## src/sv/cvmr_pkg.sv

```systemverilog
// shared types and constants of the validity mask reducer
// used by every module of the block, no dependencies
`default_nettype none
package cvmr_pkg;
    localparam int MASK_COLS = 512;
    localparam int MASK_ROWS = 512;
    localparam int COL_W = (MASK_COLS > 1) ? $clog2(MASK_COLS) : 1;
    localparam int ROW_W = (MASK_ROWS > 1) ? $clog2(MASK_ROWS) : 1;
    localparam int XC_W = $clog2(MASK_COLS + 1);
    localparam int YC_W = $clog2(MASK_ROWS + 1);
    localparam int QDEPTH = 4;
    localparam int Q_W = $clog2(QDEPTH);
    localparam logic [15:0] UNMAPPED = 16'hFFFF;

    typedef enum logic [1:0] {
        OP_CLEAR = 2'd0,
        OP_FOOT = 2'd1,
        OP_REMAP = 2'd2,
        OP_READ = 2'd3
    } t_op;

    typedef enum logic [2:0] {
        REG_OFFSET_X = 3'd0,
        REG_OFFSET_Y = 3'd1,
        REG_MAP_W = 3'd2,
        REG_MAP_H = 3'd3,
        REG_SRC_W = 3'd4,
        REG_SRC_H = 3'd5,
        REG_SCALE_X = 3'd6,
        REG_SCALE_Y = 3'd7
    } t_reg;

    typedef enum logic [1:0] {
        K_FILL,
        K_FOOT,
        K_RECT,
        K_READ
    } t_kind;

    typedef enum logic [2:0] {
        S_FILL,
        S_IDLE,
        S_RD,
        S_WR,
        S_OUT
    } t_state;

    typedef struct packed {
        logic [24:0] offset_x;
        logic [24:0] offset_y;
        logic [16:0] map_width;
        logic [16:0] map_height;
        logic [15:0] source_width;
        logic [15:0] source_height;
        logic [24:0] scale_x;
        logic [24:0] scale_y;
    } t_cfg;

    typedef struct packed {
        logic [15:0] map_y;
        logic [15:0] map_x;
        logic [15:0] row;
        logic [15:0] col;
        t_op         op;
    } t_item;

    typedef struct packed {
        t_kind            kind;
        logic             oor;
        logic [XC_W-1:0]  x0;
        logic [XC_W-1:0]  x1;
        logic [YC_W-1:0]  y0;
        logic [YC_W-1:0]  y1;
    } t_cmd;
endpackage
`default_nettype wire

```

## src/sv/cvmr_queue.sv

```systemverilog
// short command queue between front end and mask sequencer
// depends on cvmr_pkg
`default_nettype none
module cvmr_queue (
    input  wire logic           i_clk,
    input  wire logic           i_rst_n,
    input  wire logic           i_push,
    input  wire cvmr_pkg::t_cmd i_cmd,
    output logic                o_full,
    input  wire logic           i_pop,
    output logic                o_empty,
    output cvmr_pkg::t_cmd      o_cmd
);
    cvmr_pkg::t_cmd            r_mem [cvmr_pkg::QDEPTH];
    logic [cvmr_pkg::Q_W-1:0]  r_wp, r_rp;
    logic [cvmr_pkg::Q_W:0]    r_cnt;

    assign o_full = r_cnt == (cvmr_pkg::Q_W+1)'(cvmr_pkg::QDEPTH);
    assign o_empty = r_cnt == '0;
    assign o_cmd = r_mem[r_rp];

    always_ff @(posedge i_clk) begin
        if (!i_rst_n) begin
            r_wp <= '0;
            r_rp <= '0;
            r_cnt <= '0;
        end else begin
            if (i_push) r_wp <= r_wp + 1'b1;
            if (i_pop) r_rp <= r_rp + 1'b1;
            if (i_push && !i_pop) r_cnt <= r_cnt + 1'b1;
            else if (!i_push && i_pop) r_cnt <= r_cnt - 1'b1;
        end
        if (i_push) r_mem[r_wp] <= i_cmd;
    end
endmodule
`default_nettype wire

```

## config.mk

```make
export PLATFORM = sky130hd
export DESIGN_NAME = cvmr_queue
export DESIGN_NICKNAME = d
export VERILOG_FILES = /design/src/sv/cvmr_pkg.sv /design/src/sv/cvmr_queue.sv
export SDC_FILE = /design/constraint.sdc
export NUM_CORES = 1
export LEC_CHECK = 0
export BUFFER_PORTS_ARGS = -buffer_cell sky130_fd_sc_hd__buf_2
export CORE_ASPECT_RATIO = 2
export CORE_MARGIN = 5
export CORE_UTILIZATION = 57
export DETAILED_ROUTE_END_ITERATION = 12
export PLACE_DENSITY_LB_ADDON = 0.15
export SYNTH_ARGS = -nofsm -noshare
export SYNTH_HDL_FRONTEND = slang
export SYNTH_SLANG_ARGS = --single-unit
export TNS_END_PERCENT = 10
```

## constraint.sdc

```tcl
create_clock -name i_clk -period 2.7 [get_ports i_clk]
set_input_delay 0.54 -clock i_clk [delete_from_list [all_inputs] [get_ports i_clk]]
set_output_delay 0.54 -clock i_clk [all_outputs]
set_load 0.03 [all_outputs]
```

==> results.yml <==
floorplan:
  initial_core_util_pct: 57.65
  core_area_sq_um: 11630
  dieArea_sq_um: 14160
  die_h_um: 163.4
  std_cell_rows: 56
  die_w_um: 86.69
  pin_count: 92
routing:
  drt-total-wl_mm: 11.46
  wl_per_cell_um: 21.22
  vias_per_cell: 5.546
  num_vias: 2995
  drtIter0Drc: 143
  ant_nets: 0
  drt-pass1-iter-count: 4
  drc: 0
clocking:
  cts_resized: 0
  numCtsBuffers: 17
  clock_sinks: 181
  clk_pin_slew_ns: 0.07
  root_buffer: "clkbuf_16"
  hold_buffers: 0
  ctsHtreeMaxLevel: 4
  clk_latency_ns: 0.42
  max-clock-path-buffers: 2
  postCtsSetupBuffers: 0
  cts_tree: "yes"
yosys:
  synth_top_family_by_area: "multiplexers"
  ys_seq_area_share_pct: 79.72
  synthMuxAreaShare_pct: 14.91
  synthSimpleGateAreaFrac_pct: 1.362
  synth-adder-area-share_pct: 1.232
  synthesis.area_sq_um: 6705
  yosysWarnings: 0
  syn_inst: 268
  yosys.cell_types.count: 22
  ys_ff_latch: 181
  syn_area_per_cell_sq_um: 25.02
  synth-compound-area-share_pct: 0.1866
  synth_xor_area_share_pct: 0.6531
  syn_nets: 321
power_and_ir_drop:
  pwr_density_cell_nw_per_um2: 793.9
  power.leakage_uw: 0.002730
  p_total_uw: 6284
  irDropWorstVdd_mv: 0.5955
placed_design:
  hpwlAfterDp_mm: 7.466
  io_buffers: 91
  routabilityCongestion: 0.6945
cells_and_area:
  areaGrowthSynthToFinish_pct: 18.04
  final_net_count: 435
  drive_gt1_share_pct: 46.08
  n_antenna_cell: 0
  utilization_pct: 68.05
global_route:
  grt_pass1_vias: 3307
  grt_max_degree: 25
  grt-ovfl-total: 0
  grt_antenna_before_repair: 0
  grtUsageTotal_pct: 17.89
  grt_pass1_wl_mm: 18.08
sta:
  fin_setup_tns_ns: 0
  rsz0062_at_grt: "false"
  relSlewSlack_pct: 73.97
  layout_min_cycle_time_ns: 2.534
  maxSlewViolCount: 0
  worstMarginPinSlew_ns: 0.3904
  final_hold_viol_count: 0
  setup_viol: 0
  finClkSkew_ns: 0.005277
  hold_ws_ns: 0.3304
  max_freq_mhz: 394.6
  timing.final.crit_share_pct: 93.87
hold_path:
  hp-class: "in -> reg"
critical_path:
  cp-end-kind: "primary output"
  worst-path-max-fanout: 19
  worst_ep_required_time_ns: 2.16
  path_class: "reg -> out"
  critical_path.startpoint_type: "flop"
  cp.arrival_ns: 1.99
outcome:
  outcome: "completed"
job:
  cap_violations: 0
[flip-flops by register name, summed over array words and instances, names as in the netlist, named ones only]
name and flops:
r_wp 2, r_rp 2, r_cnt 3, r_mem 172
[power by group]
group	switching, uW	internal, uW
Combinational	456	293
Sequential	62.4	3220
Clock	1050	1200
Total	1570	4710
[through the flow]
stage                     cell area (sq um)  cells  setup slack [ns]
final                                  7915    540            0.1656
after global placement                 7367    508            0.5600
after global routing                   7915    540           0.02482
after floorplan                        6705    268            0.7169
after CTS                              7915    540           0.08868
after detailed placement               7367    508            0.5551
[critical path, stage by stage, from the launching register on]
cell and delay (ns):
dfxtp_4 0.59, buf_4 0.26, mux4_2 0.51, buf_2 0.19
[kinds of logic (layout without fill, tap and decap cells)]
family	after synthesis	count (layout)
DFF	181	181
AOI/OAI and AO/OA	2	2
buffers and inverters	14	141
muxes	45	45
adders and majority gates	6	6
xor gates and xnor gates	5	5
and+or+nand+nor	15	15
[layout by cell type, fill, tap and decap left out, drive strengths merged]
cell / n
clkbuf: 17
buf: 105
edfxtp: 172
o21ai: 1
inv: 11
a21boi: 1
and2: 9
nor2b: 2
dfxtp: 9
nor3b: 1
clkinvlp: 4
fa: 1
mux2i: 2
mux4: 43
nand2: 1
ha: 5
xnor2: 2
xor2: 3
nor3: 1
or3: 1
clkinv: 4
[synth_stat cells (all sizes together)]
| library cell | number | share of area, % |
|---|---|---|
| nor3 | 1 | 0.075 |
| clkbuf | 1 | 0.056 |
| nor3b | 1 | 0.11 |
| o21ai | 1 | 0.075 |
| mux4 | 43 | 15 |
| buf | 9 | 1.7 |
| nand2 | 1 | 0.056 |
| dfxtp | 9 | 2.7 |
| xnor2 | 2 | 0.26 |
| edfxtp | 172 | 77 |
| a21boi | 1 | 0.11 |
| ha | 5 | 0.93 |
| inv | 4 | 0.22 |
| or3 | 1 | 0.093 |
| fa | 1 | 0.30 |
| xor2 | 3 | 0.39 |
| and2 | 9 | 0.84 |
| nor2b | 2 | 0.19 |
| mux2i | 2 | 0.30 |
[cell type report]
class	count	area (sq um)
clock buffer	17	425.4
clock inverter	15	122.6
fill	798	3716
inverter	4	15.01
multi-input combinational	73	1235
sequential	181	5350
tap	145	181.4
timing repair buffer	105	585.6
[final timing paths]
check                           cells past startpoint  slack (ns)           end      start
worst min register to register                      2        0.53      r_cnt[2]   r_cnt[2]
worst min-delay path                                1        0.33  r_mem[2][35]  i_cmd[35]
worst max-delay path                                3        0.17     o_cmd[13]       flop
worst max register to register                      4        1.17      r_cnt[2]   r_cnt[0]
[metal layers]
metal | vias up | routed length [um] | track usage, %
met5 | - | 0 | 0
met4 | 0 | 152 | 6.170
met1 | 1561 | 4397 | 22.38
met3 | 12 | 514 | 4.392
li1 | 1348 | - | -
met2 | 74 | 6394 | 30.33
Note: power is estimated with default switching activity, not from simulation.
